**src/rtl/epsm_pkg.sv**
```systemverilog
package epsm_pkg;

    localparam int SAMPLE_W   = 16;
    localparam int RING_DEPTH = 16;
    localparam int IDX_W      = $clog2(RING_DEPTH);
    localparam int AVG_SHIFT  = 4;
    localparam int SUM_W      = SAMPLE_W + IDX_W;
    localparam int AVG_W      = SUM_W - AVG_SHIFT;
    localparam int LINES_W    = 16;
    localparam int LIMIT_W    = 32;
    localparam int PROD_W     = AVG_W + LINES_W;
    localparam int SPEED_W    = 32;
    localparam int MUL_CNT_W  = $clog2(LINES_W);

    // 2*pi*150 MHz in Q16.16, rounded
    localparam int K_W        = 46;
    localparam int K_CNT_W    = $clog2(K_W);
    localparam logic [K_W-1:0] SPEED_K = 46'd61766224843698;

    localparam logic [SAMPLE_W-1:0] SAT_PERIOD  = 16'hFFFF;
    localparam logic [LINES_W-1:0]  LINES_RESET = 16'd1024;

    localparam int IN_DATA_W  = 24;
    localparam int OUT_DATA_W = 32;
    localparam int CFG_ADDR_W = 1;
    localparam int CFG_DATA_W = 32;

    localparam logic [CFG_ADDR_W-1:0] CFG_LINES_PER_REV = 1'b0;
    localparam logic [CFG_ADDR_W-1:0] CFG_SPEED_LIMIT   = 1'b1;

    localparam logic KIND_CAPTURE = 1'b0;
    localparam logic KIND_COMPUTE = 1'b1;

endpackage

```
**src/rtl/encoder_period_speed_meter_core.sv**
```systemverilog
// Channel   Dir  tdata (low bit up)                          tuser
// s_axis    in   unit_event, capture_overflow, period[15:0]  kind
// m_axis    out  speed_value[31:0]                           overspeed_trip
// cfg       in   cfg_we, cfg_addr (0 lines_per_rev, 1 speed_limit), cfg_wdata
//
// Capture: at most one ring write, two (via ST_STORE2) when both unit_event and overflow are set.
// Compute: ST_SUM sums the ring, ST_MUL runs the bit-serial multiply, ST_DIV the
// restoring divider and ST_DONE loads the result; the next request is taken back
// in ST_IDLE. A zero divisor skips the divider. Reset at once clears the ring, the
// write index, state and output valid, and sets lines_per_rev to 1024 and speed_limit to all ones.
// A waiting result blocks only a finished compute, which holds until output is free.
module encoder_period_speed_meter_core
    import epsm_pkg::*;
(
    input  logic                  clk,
    input  logic                  rst_n,
    input  logic                  s_axis_tvalid,
    output logic                  s_axis_tready,
    input  logic [IN_DATA_W-1:0]  s_axis_tdata,  // unit_event, capture_overflow, period
    input  logic                  s_axis_tuser,  // kind
    output logic                  m_axis_tvalid,
    input  logic                  m_axis_tready,
    output logic [OUT_DATA_W-1:0] m_axis_tdata,  // speed_value
    output logic                  m_axis_tuser,  // overspeed_trip
    input  logic                  cfg_we,
    input  logic [CFG_ADDR_W-1:0] cfg_addr,
    input  logic [CFG_DATA_W-1:0] cfg_wdata
);

    typedef enum logic [2:0] {
        ST_IDLE,
        ST_STORE2,
        ST_SUM,
        ST_MUL,
        ST_DIV,
        ST_DONE
    } state_t;

    state_t                state_reg, state_next;
    logic [SAMPLE_W-1:0]   ring_reg [RING_DEPTH];
    logic [IDX_W-1:0]      wr_idx_reg, wr_idx_next;
    logic [IDX_W-1:0]      rd_cnt_reg, rd_cnt_next;
    logic [SUM_W-1:0]      acc_reg, acc_next;
    logic [PROD_W-1:0]     mcand_reg, mcand_next;
    logic [LINES_W-1:0]    mplier_reg, mplier_next;
    logic [PROD_W-1:0]     prod_reg, prod_next;
    logic [MUL_CNT_W-1:0]  mul_cnt_reg, mul_cnt_next;
    logic [PROD_W-1:0]     rem_reg, rem_next;
    logic [K_W-1:0]        q_reg, q_next;
    logic [K_CNT_W-1:0]    div_cnt_reg, div_cnt_next;
    logic [LINES_W-1:0]    lines_reg;
    logic [LIMIT_W-1:0]    limit_reg;
    logic                  m_valid_reg, m_valid_next;
    logic [SPEED_W-1:0]    m_data_reg, m_data_next;
    logic                  m_trip_reg, m_trip_next;

    logic                  ring_we;
    logic [SAMPLE_W-1:0]   ring_wdata;

    logic                  in_unit;
    logic                  in_ovf;
    logic [SAMPLE_W-1:0]   in_period;
    logic [PROD_W:0]       rem_shift;
    logic                  rem_ge;
    logic [PROD_W:0]       rem_diff;
    logic [SPEED_W-1:0]    speed;
    logic [IDX_W-1:0]      wr_idx_inc;

    assign in_unit   = s_axis_tdata[0];
    assign in_ovf    = s_axis_tdata[1];
    assign in_period = s_axis_tdata[SAMPLE_W+1:2];

    assign wr_idx_inc = (wr_idx_reg == IDX_W'(RING_DEPTH - 1)) ? '0 : wr_idx_reg + 1'b1;

    // one quotient bit per cycle, dividend bits taken MSB first from the constant
    assign rem_shift = {rem_reg, SPEED_K[div_cnt_reg]};
    assign rem_ge    = rem_shift >= {1'b0, prod_reg};
    assign rem_diff  = rem_shift - {1'b0, prod_reg};

    assign speed = (|q_reg[K_W-1:SPEED_W]) ? '1 : q_reg[SPEED_W-1:0];

    assign s_axis_tready = (state_reg == ST_IDLE);
    assign m_axis_tvalid = m_valid_reg;
    assign m_axis_tdata  = m_data_reg;
    assign m_axis_tuser  = m_trip_reg;

    always_comb
    begin
        state_next   = state_reg;
        wr_idx_next  = wr_idx_reg;
        rd_cnt_next  = rd_cnt_reg;
        acc_next     = acc_reg;
        mcand_next   = mcand_reg;
        mplier_next  = mplier_reg;
        prod_next    = prod_reg;
        mul_cnt_next = mul_cnt_reg;
        rem_next     = rem_reg;
        q_next       = q_reg;
        div_cnt_next = div_cnt_reg;
        m_valid_next = m_valid_reg & ~m_axis_tready;
        m_data_next  = m_data_reg;
        m_trip_next  = m_trip_reg;
        ring_we      = 1'b0;
        ring_wdata   = SAT_PERIOD;

        case (state_reg)
            ST_IDLE:
            begin
                if (s_axis_tvalid)
                begin
                    if (s_axis_tuser == KIND_COMPUTE)
                    begin
                        acc_next    = '0;
                        rd_cnt_next = '0;
                        state_next  = ST_SUM;
                    end
                    else if (in_ovf)
                    begin
                        ring_we     = 1'b1;
                        wr_idx_next = wr_idx_inc;
                        if (in_unit)
                            state_next = ST_STORE2;
                    end
                    else if (in_unit && in_period != SAT_PERIOD)
                    begin
                        ring_we     = 1'b1;
                        ring_wdata  = in_period;
                        wr_idx_next = wr_idx_inc;
                    end
                end
            end

            ST_STORE2:
            begin
                ring_we     = 1'b1;
                wr_idx_next = wr_idx_inc;
                state_next  = ST_IDLE;
            end

            ST_SUM:
            begin
                acc_next    = acc_reg + SUM_W'(ring_reg[rd_cnt_reg]);
                rd_cnt_next = rd_cnt_reg + 1'b1;
                if (rd_cnt_reg == IDX_W'(RING_DEPTH - 1))
                begin
                    mcand_next   = PROD_W'(acc_next[SUM_W-1:AVG_SHIFT]);
                    mplier_next  = lines_reg;
                    prod_next    = '0;
                    mul_cnt_next = '0;
                    state_next   = ST_MUL;
                end
            end

            ST_MUL:
            begin
                if (mplier_reg[0])
                    prod_next = prod_reg + mcand_reg;
                mcand_next   = {mcand_reg[PROD_W-2:0], 1'b0};
                mplier_next  = {1'b0, mplier_reg[LINES_W-1:1]};
                mul_cnt_next = mul_cnt_reg + 1'b1;
                if (mul_cnt_reg == MUL_CNT_W'(LINES_W - 1))
                begin
                    if (prod_next == '0)
                    begin
                        // zero divisor saturates
                        q_next     = '1;
                        state_next = ST_DONE;
                    end
                    else
                    begin
                        rem_next     = '0;
                        q_next       = '0;
                        div_cnt_next = K_CNT_W'(K_W - 1);
                        state_next   = ST_DIV;
                    end
                end
            end

            ST_DIV:
            begin
                rem_next     = rem_ge ? rem_diff[PROD_W-1:0] : rem_shift[PROD_W-1:0];
                q_next       = {q_reg[K_W-2:0], rem_ge};
                div_cnt_next = div_cnt_reg - 1'b1;
                if (div_cnt_reg == '0)
                    state_next = ST_DONE;
            end

            ST_DONE:
            begin
                if (!m_valid_reg || m_axis_tready)
                begin
                    m_valid_next = 1'b1;
                    if (speed > limit_reg)
                    begin
                        m_data_next = '0;
                        m_trip_next = 1'b1;
                    end
                    else
                    begin
                        m_data_next = speed;
                        m_trip_next = 1'b0;
                    end
                    state_next = ST_IDLE;
                end
            end

            default:
            begin
                state_next = ST_IDLE;
            end
        endcase
    end

    always_ff @(posedge clk or negedge rst_n)
    begin
        if (!rst_n)
        begin
            state_reg   <= ST_IDLE;
            wr_idx_reg  <= '0;
            m_valid_reg <= 1'b0;
            lines_reg   <= LINES_RESET;
            limit_reg   <= '1;
            for (int i = 0; i < RING_DEPTH; i++)
                ring_reg[i] <= '0;
        end
        else
        begin
            state_reg   <= state_next;
            wr_idx_reg  <= wr_idx_next;
            m_valid_reg <= m_valid_next;
            if (ring_we)
                ring_reg[wr_idx_reg] <= ring_wdata;
            if (cfg_we)
            begin
                case (cfg_addr)
                    CFG_LINES_PER_REV: lines_reg <= cfg_wdata[LINES_W-1:0];
                    CFG_SPEED_LIMIT:   limit_reg <= cfg_wdata[LIMIT_W-1:0];
                    default:           ;
                endcase
            end
        end
    end

    always_ff @(posedge clk)
    begin
        rd_cnt_reg  <= rd_cnt_next;
        acc_reg     <= acc_next;
        mcand_reg   <= mcand_next;
        mplier_reg  <= mplier_next;
        prod_reg    <= prod_next;
        mul_cnt_reg <= mul_cnt_next;
        rem_reg     <= rem_next;
        q_reg       <= q_next;
        div_cnt_reg <= div_cnt_next;
        m_data_reg  <= m_data_next;
        m_trip_reg  <= m_trip_next;
    end

    a_trip_zero: assert property (@(posedge clk) disable iff (!rst_n)
        m_axis_tvalid && m_axis_tuser |-> m_axis_tdata == '0)
        else $error("trip result carries nonzero speed");

    a_idx_hold: assert property (@(posedge clk) disable iff (!rst_n)
        (state_reg == ST_SUM || state_reg == ST_MUL || state_reg == ST_DIV
         || state_reg == ST_DONE) |=> $stable(wr_idx_reg))
        else $error("write index moved during compute");

    a_result_src: assert property (@(posedge clk) disable iff (!rst_n)
        $rose(m_valid_reg) |-> $past(state_reg == ST_DONE))
        else $error("result loaded outside done state");

    a_div_range: assert property (@(posedge clk) disable iff (!rst_n)
        state_reg == ST_DIV |-> div_cnt_reg < K_CNT_W'(K_W))
        else $error("divider count out of range");

endmodule
```
**config.mk**
```make
export PLATFORM = sky130hd
export DESIGN_NAME = encoder_period_speed_meter_core
export DESIGN_NICKNAME = d
export VERILOG_FILES = /design/src/rtl/epsm_pkg.sv /design/src/rtl/encoder_period_speed_meter_core.sv
export SDC_FILE = /design/constraint.sdc
export NUM_CORES = 1
export LEC_CHECK = 0
export BUFFER_PORTS_ARGS = -buffer_cell sky130_fd_sc_hd__buf_4
export CORE_MARGIN = 2
export CORE_UTILIZATION = 60
export DETAILED_ROUTE_END_ITERATION = 7
export PLACE_DENSITY = 0.75
export SETUP_SLACK_MARGIN = 0.5
export SLEW_MARGIN = 10
export SYNTH_ARGS = -nofsm -noshare
export SYNTH_HDL_FRONTEND = slang
export SYNTH_SLANG_ARGS = --single-unit
```
**constraint.sdc**
```tcl
create_clock -name clk -period 6.65 [get_ports clk]
set_clock_uncertainty 0.2 [all_clocks]
set_input_delay 1.33 -clock clk [delete_from_list [all_inputs] [get_ports clk]]
set_output_delay 1.33 -clock clk [all_outputs]
set_load 0.05 [all_outputs]
```
# Yosys cells after proc, flatten, opt, wreduce, memory -nomap -nowiden
# Memories as Yosys holds them, arrays and structs flattened. A register that Yosys moved wholly into a read port is not among the register bits.
# Cells that the tools add are included.
# W data, S select, Z words.
[word_totals] regBits=537 romBits=64 in_bits=63 output_inout_bits=35 word_cells=156 mem_count=1
[mem_list] memory="(no name shown)" depth=64 word_bits=1 read_ports=1 rd_clocked_by_memory_dff=1 wr=0 line="encoder_period_speed_meter_core.sv:76" source="assign rem_shift = {rem_reg, SPEED_K[div_cnt_reg]};"
[classes] add_sub_neg=7 order_cmp=6 n_eq_ne=20 n_mux=64 n_bitwise=5 n_reduce_logical=21
[op_table] cell="$bwmux W256" count=1
[op_table] cell="$mux W32" count=8
[op_table] cell="$pmux W32 S2" count=3
[op_table] cell="$mux W16" count=9
[op_table] cell="$mux W46" count=2
[op_table] cell="$pmux W46 S2" count=1
[op_table] cell="$bmux W16 S4" count=1
[op_table] cell="$demux W16 S4" count=1
[op_table] cell="$mux W20" count=2
[op_table] cell="$pmux W20 S2" count=1
[op_table] cell="$ge A33 B32 Y1" count=1
[op_table] cell="$add A32 B32 Y32" count=1
[op_table] cell="$gt A32 B32 Y1" count=1
[op_table] cell="$logic_not A32 Y1" count=1
[op_table] cell="$mux W4" count=8
[op_table] cell="$pmux W16 S2" count=1
[op_table] cell="$sub A32 B32 Y32" count=1
[op_table] cell="$mux W3" count=8
[op_table] cell="$pmux W4 S2" count=3
[op_table] cell="$add A20 B16 Y20" count=1
[op_table] cell="$mux W6" count=3
[op_table] cell="$ne A16 B16 Y1 const B" count=1
[op_table] cell="$pmux W3 S5" count=1
[op_table] cell="$ne A2 B2 Y1 const B" count=7
[op_table] cell="28 further kinds" count=56

# Logic depth before layout (Yosys ltp)
# Gate-level depths: netlist of the first run.
[logic_depth] word_depth=8 mapped_depth=19

# Least setup slack after synthesis of the first run
# Ideal clock, no wire load.
[synth_timing] kind="register -> register" from="reg prod_reg[0]" to="reg, netlist name rem_shift[0]" setup_time_ns=0.133 arrival_ns=5.016 path_slack_ns=1.301 stages_incl_launch_ff=15 path_buffers=0 period_less_slack_ns=5.349 cell_sequence="edfxtp_1 > ha_1 > fa_1 > a211oi_2 > o21ai_2 > a2111oi_4 > nor3b_1 > o31ai_1 > a2111oi_2 > nand4_1 > a2111oi_4 > and4_4 > nor2_1 > o221a_1 > o32ai_1"
[synth_rtl] item="start, declared" line="encoder_period_speed_meter_core.sv:46" source="logic [PROD_W-1:0] prod_reg, prod_next;"
[synth_rtl] item="start signal, assigned" line="encoder_period_speed_meter_core.sv:250" source="prod_reg <= prod_next;"

# Final worst setup path of the first run
[layout_timing] from="reg prod_reg[0]" to="reg q_reg[28], data pin"
[layout_via] elab_chain_len=7
[layout_rtl] item="$add A32 B32 Y32" line="encoder_period_speed_meter_core.sv:157" source="prod_next = prod_reg + mcand_reg;"
[layout_rtl] item="$mux W32 (*)" line="encoder_period_speed_meter_core.sv:156" source="if (mplier_reg[0])"
[layout_rtl] item="$mux W32 (*)" line="encoder_period_speed_meter_core.sv:106" source="case (state_reg)"
[layout_rtl] item="$logic_not A32 Y1 (*)" line="encoder_period_speed_meter_core.sv:163" source="if (prod_next == '0)"
[layout_rtl] item="$mux W46 (*)" line="encoder_period_speed_meter_core.sv:163"
[layout_rtl] item="$mux W46 (*)" line="encoder_period_speed_meter_core.sv:161" source="if (mul_cnt_reg == MUL_CNT_W'(LINES_W - 1))"
[layout_rtl] item="$pmux W46 S2 (*)" line="encoder_period_speed_meter_core.sv:106"
[layout_rtl] item="named net q_next[28]" line="encoder_period_speed_meter_core.sv:49" source="logic [K_W-1:0] q_reg, q_next;"
[layout_rtl] item="end signal, assigned" line="encoder_period_speed_meter_core.sv:253" source="q_reg <= q_next;"
[layout_rtl] item="end, declared" line="encoder_period_speed_meter_core.sv:49"
# The timed path passes the listed nets; every way through them passes the cells marked *. The select of a mux whose other input is x is not followed.
# A chain may end at the register's enable or synchronous reset.

==> metrics, run 1 <==
Flop pwr share=between 30 and 40%; reg-to-reg startpoint=prod_reg[0]; hold endpoint=ring_reg[10]; # nets final=2956; CTS tree=yes; DRC=0; clk sinks=~540; Area Growth Syn to Fin=10.73%; area fraction of the dominant cell type after synthesis=between 20 and 25%; Clock Power Share=21.2%; layout cells sized above 1=between 10% and 20%; clock root cell=clkbuf_16; CTS hold repair buffers=0; Post-synth EDFFs=approximately 230; Die Wd=roughly 220 µm; Yosys reg bits=538; total wire length=70220 µm; prevailing post-synth register cell=dfrtp_1; top cells by area, synth=dfrtp_1 (24%), edfxtp_1 (24%), mux4_2 (6.3%), o21ai_0 (5.6%), nand2_1 (5.4%); 1st-pass router iterations=5; Die Ht=between 200 and 250 µm; Yosys top cell by area=dfrtp_1; Worst Path Arrival=around 5700 ps; die area=around 0.050 mm²; post-synthesis cell type count=101; Synth Cell Area=between 0.02 and 0.03 mm²; final worst path period need=about 5400 ps; WS Path Type=reg2reg; most common cell in the netlist=nand2_1; initial antenna violation count=0; register area share after synthesis=between 50% and 60%; max reg flops=~260; hold path start=ring_reg[10]; CP Capture Type=flip-flop; Worst EP required=6930 ps; post_cts resized=0; Syn Nets=a little under 3000; Min-Delay Path Depth=2; Syn Area/Cell=between 10 and 15 µm²; Detailed Place HPWL=around 48000 µm; # fillers=around 3600; vias in the first global route=21170; largest net degree at the start of global routing=around 190; Worst Hold Class=reg2reg; # diodes=0; non-filler instance count after layout=~3400; Overflow after GRT=0; critical path launch point type=flip-flop; Setup TNS Final=0 ps; Crit Path Max Fanout=46; period utilisation layout=between 80% and 90%; R2R cell count=13; Pint=9580 µW; 1st-iter DRT viols=1844; R2R setup slack=between 1000 and 1500 ps; routed len/inst=a little over 20 µm; htree depth=2; Ys Warns=0; FP Rows=80; Slew headroom=18.83%; ys async rst share=57.99%; Max Freq=184.2 MHz; clk_lat worst skew=between 600 and 700 ps; RD Place Congestion=a little over 0.9; gr usage total=roughly 29%; Final Slew Violations=0; Clock Pin Slew Worst Setup and Hold Paths=approximately 70 ps; TritonCTS Buffers=56; Initial Util=roughly three fifths; Comb pwr share=43.0%; Fin. Hold Viols=0; status=finished, final reports clean; switching share of power=38.20%; P per Cell Area=a little under 500 mW/mm²; Setup Fix Bufs, Post-CTS=0; CTS max path bufs=3; max-cap violation count=0; io pins=~100; number of port buffers=approximately 90; final setup violation count=0; RSZ-0062 raised after global routing=no; first-pass GRT wire length=approximately 110000 µm; synth cell count leaders=nand2_1 (413), o21ai_0 (319), dfrtp_1 (279); Worst-Margin Slew=roughly 1200 ps; Reg-to-Reg End=q_reg[28]; Mapped Cells=around 2700; placed instance count=roughly 3300; Lkg Pwr=0.01390 µW; via/cell ratio=between 6 and 7; core area=0.04755 mm²; Worst setup startpoint=prod_reg[0]; sw power=~5900 µW; worst ir drop on vdd=284.2 µV; Routed Antenna Nets=0; via count=roughly 21000
[critical path: stages, from the launching register on]
cell and delay, ps:
edfxtp_1 460, ha_1 260, fa_1 440, a211oi_2 500, o21ai_2 180, a211oi_2 280
nor2_1 150, xor2_1 190, a2111oi_2 520, nand4_1 260, a2111oi_4 490, nand3_1 320
nor2_4 860, a21o_1 160
[cell families after synthesis]
kind of cell | synth area share, %
buf+inv | 4.356
compound gates | 14.78
mux | 9.238
simple gates | 13.76
fa+ha+maj | 5.392
xor+xnor | 1.555
flops | 50.91
[area by class of cell]
class	count	area [µm²]	area share, %
clock buffer	84	1678	5.275
timing repair buffer	135	1046	3.288
multi-input combinational	1897	12880	40.50
tap	615	769.5	2.419
clock inverter	22	270.3	0.8496
sequential	538	14630	45.98
inverter	143	536.8	1.687
[power by group through the flow]
stage	logic [µW]	clock network, µW	registers (µW)
2_1_floorplan	5190	0	5270
3_3_place_gp	6360	0	5500
3_5_place_dp	6590	0	5590
4_1_cts	6650	3330	5530
5_1_grt	7440	3460	5670
6_report	6670	3280	5550
[layout by cell type, fill, tap and decap left out, types with 12 or more instances in the layout]
master     synthesis  layout
nor2b_1           21      20
o21ai_0          319     319
a21o_1            80      80
o31ai_1           13      13
o211ai_1          13      13
nand2b_1          22      22
o21a_1            14      13
a211oi_1          17      17
clkbuf_8           2      15
and3_1            27      27
a21oi_1           99      99
ha_1             119     119
nand3_1           25      25
inv_1            143     142
xor2_1            14      14
nand4_1           34      34
nand2_1          413     413
clkbuf_16          0      57
a31oi_1           18      17
buf_4              0     132
mux2i_1           30      30
dfrtp_1          279     279
nor3_1            29      29
and2_1            19      18
dfstp_2           33      33
edfxtp_1         225     225
mux2_2            49      49
nor2_1           234     232
xnor2_1           37      37
mux4_2            80      80
clkbuf_1         117      12
[per-stage QoR]
stage / cell area, µm² / setup slack, ps / hold slack (ps) / power (µW) / utilization (%)
after global placement: 29860 / 1337 / 255.8 / 11870 / 62.81
after floorplan: 28730 / 1301 / 244.6 / 10470 / -
after detailed placement: 29860 / 1249 / 265.7 / 12180 / 62.81
after CTS: 31810 / 1182 / 280.3 / 15520 / 66.90
final: 31810 / 1222 / 278.9 / 15500 / 66.90
after global routing: 31810 / 680.8 / 297.2 / 16570 / 66.90
[how the worst max path moves through the flow]
stage | endpoint | cells after the start | slack, ps
6_report | q_reg[28] | 13 | 1220
5_1_grt | mcand_reg[12] | 17 | 680
3_5_place_dp | acc_reg[19] | 16 | 1250
2_1_floorplan | rem_shift[0] | 14 | 1300
3_3_place_gp | acc_reg[19] | 16 | 1340
4_1_cts | acc_reg[19] | 16 | 1180
[metal layers]
layer / global-route usage [%] / part of all wire [%]
met4: 9.937 / 3.1
met1: 38.79 / 43
met2: 48.59 / 49
met5: 0 / 0
met3: 3.637 / 5.3
(Power assumes the default switching activity.)
==> inputs of run 2 (changes only) <==
==> constraint.sdc (replaced) <==
create_clock -name clk -period 5.5 [get_ports clk]
set_clock_uncertainty 0.2 [all_clocks]
set_input_delay 1.1 -clock clk [delete_from_list [all_inputs] [get_ports clk]]
set_output_delay 1.1 -clock clk [all_outputs]
set_load 0.05 [all_outputs]
==> run 2 against run 1 <==
Global-route usage increased by 0.69 points. First-iteration DRC count increased by 4.5%. Sequential share of layout area decreased by 0.31 points. Critical endpoint is now rem_shift[0]. Worst setup slack got worse by 560 ps. Total power increased by 23%. Register-to-register slack got worse by 560 ps. Combinational power increased by 27%. Non-clock buffer count increased by 15. Flip-flop and latch count unchanged.
==> metrics, run 2 (synthesis results as in run 1) <==
1st-pass router iterations=7 (was 5); core area=0.04755 mm² (unchanged); Clock Pin Slew Worst Setup and Hold Paths=60 ps (was 70 ps); status=finished, final reports clean (unchanged); io pins=98 (unchanged); die area=0.04964 mm² (unchanged); Overflow after GRT=0 (unchanged); Initial Util=60.42% (unchanged); Final Slew Violations=0 (unchanged); RD Place Congestion=0.9069 (was 0.9104); Lkg Pwr=0.01400 µW (was 0.01390 µW); total wire length=72940 µm (was 70220 µm); 1st-iter DRT viols=1927 (was 1844); clk sinks=538 (unchanged); Worst EP required=5840 ps (was 6930 ps); most common cell after layout, fill and taps aside=nand2_1 (unchanged); max-cap violation count=0 (unchanged); Routed Antenna Nets=0 (unchanged); routed len/inst=21.14 µm (was 20.45 µm); CTS max path bufs=3 (unchanged); Worst-Margin Slew=1271 ps (was 1215 ps); CP Capture Type=flip-flop (unchanged); # nets final=2972 (was 2956); Die Ht=222.8 µm (unchanged); period utilisation layout=88.03% (was 81.62%); Crit Path Max Fanout=15 (was 46); Die Wd=222.8 µm (unchanged); final setup violation count=0 (unchanged); commonest cells after routing, fill and taps aside=nand2_1 (413), o21ai_0 (316), dfrtp_1 (279) (was nand2_1 (413), o21ai_0 (319), dfrtp_1 (279)); Fin. Hold Viols=0 (unchanged); WS Path Type=reg2reg (unchanged); FP Rows=80 (unchanged); Worst Hold Class=reg2reg (unchanged); clock root cell=clkbuf_16 (unchanged); htree depth=2 (unchanged); total power=19030 µW (was 15500 µW); vias in the first global route=21590 (was 21170); CTS tree=yes (unchanged); Area Growth Syn to Fin=11.49% (was 10.73%); critical path launch point type=flip-flop (unchanged); Worst Path Arrival=5180 ps (was 5710 ps); Detailed Place HPWL=49170 µm (was 47700 µm); gr usage total=29.49% (was 28.80%); Slew headroom=14.14% (was 18.83%); TritonCTS Buffers=56 (unchanged); Max Freq=206.5 MHz (was 184.2 MHz); RSZ-0062 raised after global routing=yes (was no); number of port buffers=91 (unchanged); via/cell ratio=6.195 (was 6.177); DRC=0 (unchanged); Setup TNS Final=0 ps (unchanged); max reg flops=256 (unchanged); worst ir drop on vdd=346.1 µV (was 284.2 µV); clk_lat worst skew=650 ps (was 630 ps); P per Cell Area=594.1 mW/mm² (was 487.4 mW/mm²); largest net degree at the start of global routing=110 (was 193); initial antenna violation count=1 (was 0); final worst path period need=4842 ps (was 5428 ps); layout cells sized above 1=16.30% (was 15.57%); via count=21370 (was 21210); first-pass GRT wire length=115800 µm (was 113500 µm)
==> run 2: layer usage <==
layer | global-route usage [%] | share of wire (%) | vias up
met5 | 0 | 0 | -
met4 | 11.39 | 3.7 | 0
met3 | 4.417 | 5.3 | 170
met2 | 50.19 | 50 | 650
met1 | 38.39 | 41 | 10650
li1 | - | - | 9907
==> run 2: stage by stage <==
step | hold WS [ps] | cells | utilization, % | instance area [µm²] | setup slack, ps
finish | 276.8 | 3450 | 67.36 | 32030 | 658.2
global route | 296.2 | 3450 | 67.36 | 32030 | 456.5
CTS | 280.3 | 3445 | 67.19 | 31950 | 501.5
detailed placement | 265.8 | 3339 | 63.11 | 30010 | 520.5
global placement | 256.1 | 3339 | 63.11 | 30010 | 623.9
floorplan | 244.6 | 2742 | - | 28730 | 595.9
==> run 2: final timing paths <==
check	slack [ps]	end	depth (start not counted)	startpoint
max reg2reg	660	rem_shift[0]	15	mcand_reg[0]
min in group asynchronous	300	m_axis_tvalid	1	rst_n
max	660	rem_shift[0]	15	mcand_reg[0]
max in group asynchronous	3480	ring_reg[146]	2	rst_n
min reg2reg	280	ring_reg[11]	2	ring_reg[11]
min	280	ring_reg[11]	2	ring_reg[11]
==> run 2: layout make-up <==
class	count	area [µm²]
antenna	1	2.502
clock buffer	81	1602
clock inverter	24	307.8
fill	3485	15520
inverter	143	536.8
multi-input combinational	1898	12940
sequential	538	14630
tap	615	769.5
timing repair buffer	150	1246
==> run 2: critical path: stages, from the launching register on <==
cell	delay (ps)
edfxtp_1	420
ha_1	280
fa_2	400
a211oi_4	360
o21ai_2	160
a211oi_2	310
buf_4	160
o21ba_2	140
o21ai_0	130
a211oi_1	570
nand2_1	190
nor4_4	320
and4_4	360
nor2_4	130
o221a_1	350
o32ai_1	260
==> run 2: timing repair <==
action                                  in CTS  in global routing
buffers inserted                             0                  3
endpoints found under the setup margin       4                127
gates resized for setup                      1                 12
cloned                                       1                  1
hold buffers                                 0                  0
pin swaps                                    1                 14
==> run 2: where the power goes <==
group          switching (µW)  internal (µW)  leakage, µW
clock network            1660           2280     0.000935
logic                    4910           3540      0.00705
registers                 813           5830      0.00602
total                    7390          11600       0.0140
==> inputs of run 3 (changes only) <==
--- a/config.mk
+++ b/config.mk
@@ -6,10 +6,12 @@
 export NUM_CORES = 1
 export LEC_CHECK = 0
 export BUFFER_PORTS_ARGS = -buffer_cell sky130_fd_sc_hd__buf_4
+export CORE_ASPECT_RATIO = 1.4
 export CORE_MARGIN = 2
 export CORE_UTILIZATION = 60
 export DETAILED_ROUTE_END_ITERATION = 7
 export PLACE_DENSITY = 0.75
+export RECOVER_POWER = 50
 export SETUP_SLACK_MARGIN = 0.5
 export SLEW_MARGIN = 10
 export SYNTH_ARGS = -nofsm -noshare
==> run 3 against run 2 <==
The run now ends with max-capacitance violations, max-slew violations left. Sequential power hardly changed. Die area barely moved. Global-route usage decreased by 0.074 points. Clock power down 1%. Utilization is essentially flat. Via count is 0.67% lower. Cell count grew 0.23%. Register-to-register slack worse by 210 ps. Sequential share of layout area rose by 0.39 points. Total power decreased by 0.77%. Combinational power is 1% lower. Critical path type unchanged. Largest power group unchanged.
==> metrics, run 3 (synthesis results as in run 1) <==
status=complete, but fails checks (was finished, final reports clean); failing checks=max-capacitance violations, max-slew violations; Min-Delay Path Depth=2 (unchanged); # diodes=0 (was 1); Max Freq=197.8 MHz (was 206.5 MHz); TritonCTS Buffers=52 (was 56); Slew headroom=-101.2% (was 14.14%); largest net degree at the start of global routing=119 (was 110); total power=18880 µW (was 19030 µW); Detailed Place HPWL=49410 µm (was 49170 µm); CTS hold repair buffers=0 (unchanged); WS Path Type=reg2reg (unchanged); CP Capture Type=flip-flop (unchanged); core area=0.04716 mm² (was 0.04755 mm²); placed instance count=3351 (was 3339); pre-CTS setup slack=470.2 ps (was 520.5 ps); Lkg Pwr=0.01378 µW (was 0.01400 µW); vias in the first global route=21830 (was 21590); final worst path period need=5055 ps (was 4842 ps); Initial Util=60.91% (was 60.42%); Reg-to-Reg End=rem_shift[0] (unchanged); Setup TNS Final=0 ps (unchanged); hold path start=ring_reg[200] (was ring_reg[11]); total wire length=72550 µm (was 72940 µm); Area Growth Syn to Fin=10.55% (was 11.49%); # fillers=3559 (was 3485); initial antenna violation count=0 (was 1); via count=21230 (was 21370); Post-Route Utilization=67.33% (was 67.36%); CTS max path bufs=3 (unchanged); Register Area=0.01463 mm² (unchanged); Die Ht=262.9 µm (was 222.8 µm); Worst Path Arrival=5340 ps (was 5180 ps); final worst setup slack=444.6 ps (was 658.2 ps); Routed Antenna Nets=0 (unchanged); clk_lat worst skew=610 ps (was 650 ps); RD Place Congestion=0.9230 (was 0.9069); clock root cell=clkbuf_16 (unchanged); final setup violation count=0 (unchanged); layout cells sized above 1=14.43% (was 16.30%); Clock Pin Slew Worst Setup and Hold Paths=60 ps (about the same); Worst-Margin Slew=3018 ps (was 1271 ps); RSZ-0062 raised after global routing=no (was yes); hold endpoint=ring_reg[200] (was ring_reg[11]); DRC=0 (unchanged); Worst Hold Class=reg2reg (unchanged); most common cell after layout, fill and taps aside=nand2_1 (unchanged); R2R setup slack=440 ps (was 660 ps); worst ir drop on vdd=434.5 µV (was 346.1 µV); Die Wd=188.9 µm (was 222.8 µm); R2R cell count=16 (was 15); 1st-pass router iterations=5 (was 7); FP Rows=94 (was 80); period utilisation layout=91.92% (was 88.03%); # nets final=2976 (was 2972); die area=0.04967 mm² (was 0.04964 mm²); critical path launch point type=flip-flop (unchanged); io pins=98 (unchanged); Overflow after GRT=0 (unchanged); max reg flops=256 (unchanged); commonest cells after routing, fill and taps aside=nand2_1 (413), o21ai_0 (316), dfrtp_1 (279) (unchanged); htree depth=2 (unchanged); via/cell ratio=6.139 (was 6.195); clk sinks=538 (unchanged); reg-to-reg startpoint=mcand_reg[0] (unchanged); Crit Path Max Fanout=14 (was 15); gr usage total=29.42% (was 29.49%); Worst EP required=5780 ps (was 5840 ps); Final Slew Violations=596 (was 0); Worst setup startpoint=mcand_reg[0] (unchanged); 1st-iter DRT viols=1460 (was 1927); non-filler instance count after layout=3458 (was 3450); Fin. Hold Viols=0 (unchanged); first-pass GRT wire length=115700 µm (was 115800 µm); area of the multi-input gates=0.01290 mm² (was 0.01294 mm²); number of port buffers=91 (unchanged); routed len/inst=20.98 µm (was 21.14 µm); max-cap violation count=15 (was 0); P per Cell Area=594.6 mW/mm² (was 594.1 mW/mm²); CTS tree=yes (unchanged)
==> run 3: what timing repair did <==
action / in CTS / in global routing
buffers inserted: 0 / 8
gates cloned: 0 / 2
pin swaps: 1 / 7
gates resized for setup: 1 / 9
endpoints found under the setup margin: 2 / 118
==> run 3: area by class of cell <==
cell class / instances / share of cell area, %
inverter: 143 / 1.690
clock inverter: 31 / 1.284
timing repair buffer: 158 / 3.286
multi-input combinational: 1898 / 40.64
clock buffer: 66 / 4.590
sequential: 538 / 46.05
tap: 624 / 2.459
==> run 3: power breakdown <==
group / internal [µW] / switching [µW]
clock: 2310 / 1600
combinational: 3490 / 4840
sequential: 5840 / 806
total: 11600 / 7250
==> run 3: worst max-delay path by stage <==
| stage | cells after the start | to | slack [ps] |
|---|---|---|---|
| 6_report | 16 | rem_shift[0] | 440 |
| 5_1_grt | 16 | rem_shift[0] | 240 |
| 4_1_cts | 18 | acc_reg[16] | 550 |
| 3_5_place_dp | 18 | acc_reg[16] | 470 |
| 3_3_place_gp | 18 | acc_reg[16] | 540 |
| 2_1_floorplan | 16 | acc_reg[19] | 600 |
==> run 3: critical path, stage by stage, from the launching register on <==
cell,delay (ps)
edfxtp_1,430
ha_1,270
fa_1,430
a211oi_2,230
buf_4,170
o21ai_2,90
a211oi_1,560
or4_1,230
nand3_1,120
a2111oi_4,410
nand4_1,230
a2111oi_4,350
buf_4,200
and4_4,300
nor2_4,130
o221a_1,310
o32ai_1,280
==> run 3: per-layer routing <==
layer | vias up | share of wire, % | track usage [%]
li1 | 9930 | - | -
met1 | 10470 | 38 | 34.73
met2 | 626 | 52 | 52.46
met3 | 207 | 4.7 | 3.486
met4 | 0 | 5.5 | 15.31
met5 | - | 0 | 0
==> run 3: through the flow <==
stage                     hold WS (ps)  cell area [µm²]
after detailed placement         264.8            30010
final                            275.7            31760
after CTS                        278.9            31880
after global placement           256.4            30010
after floorplan                  244.6            28730
after global routing             291.1            31760
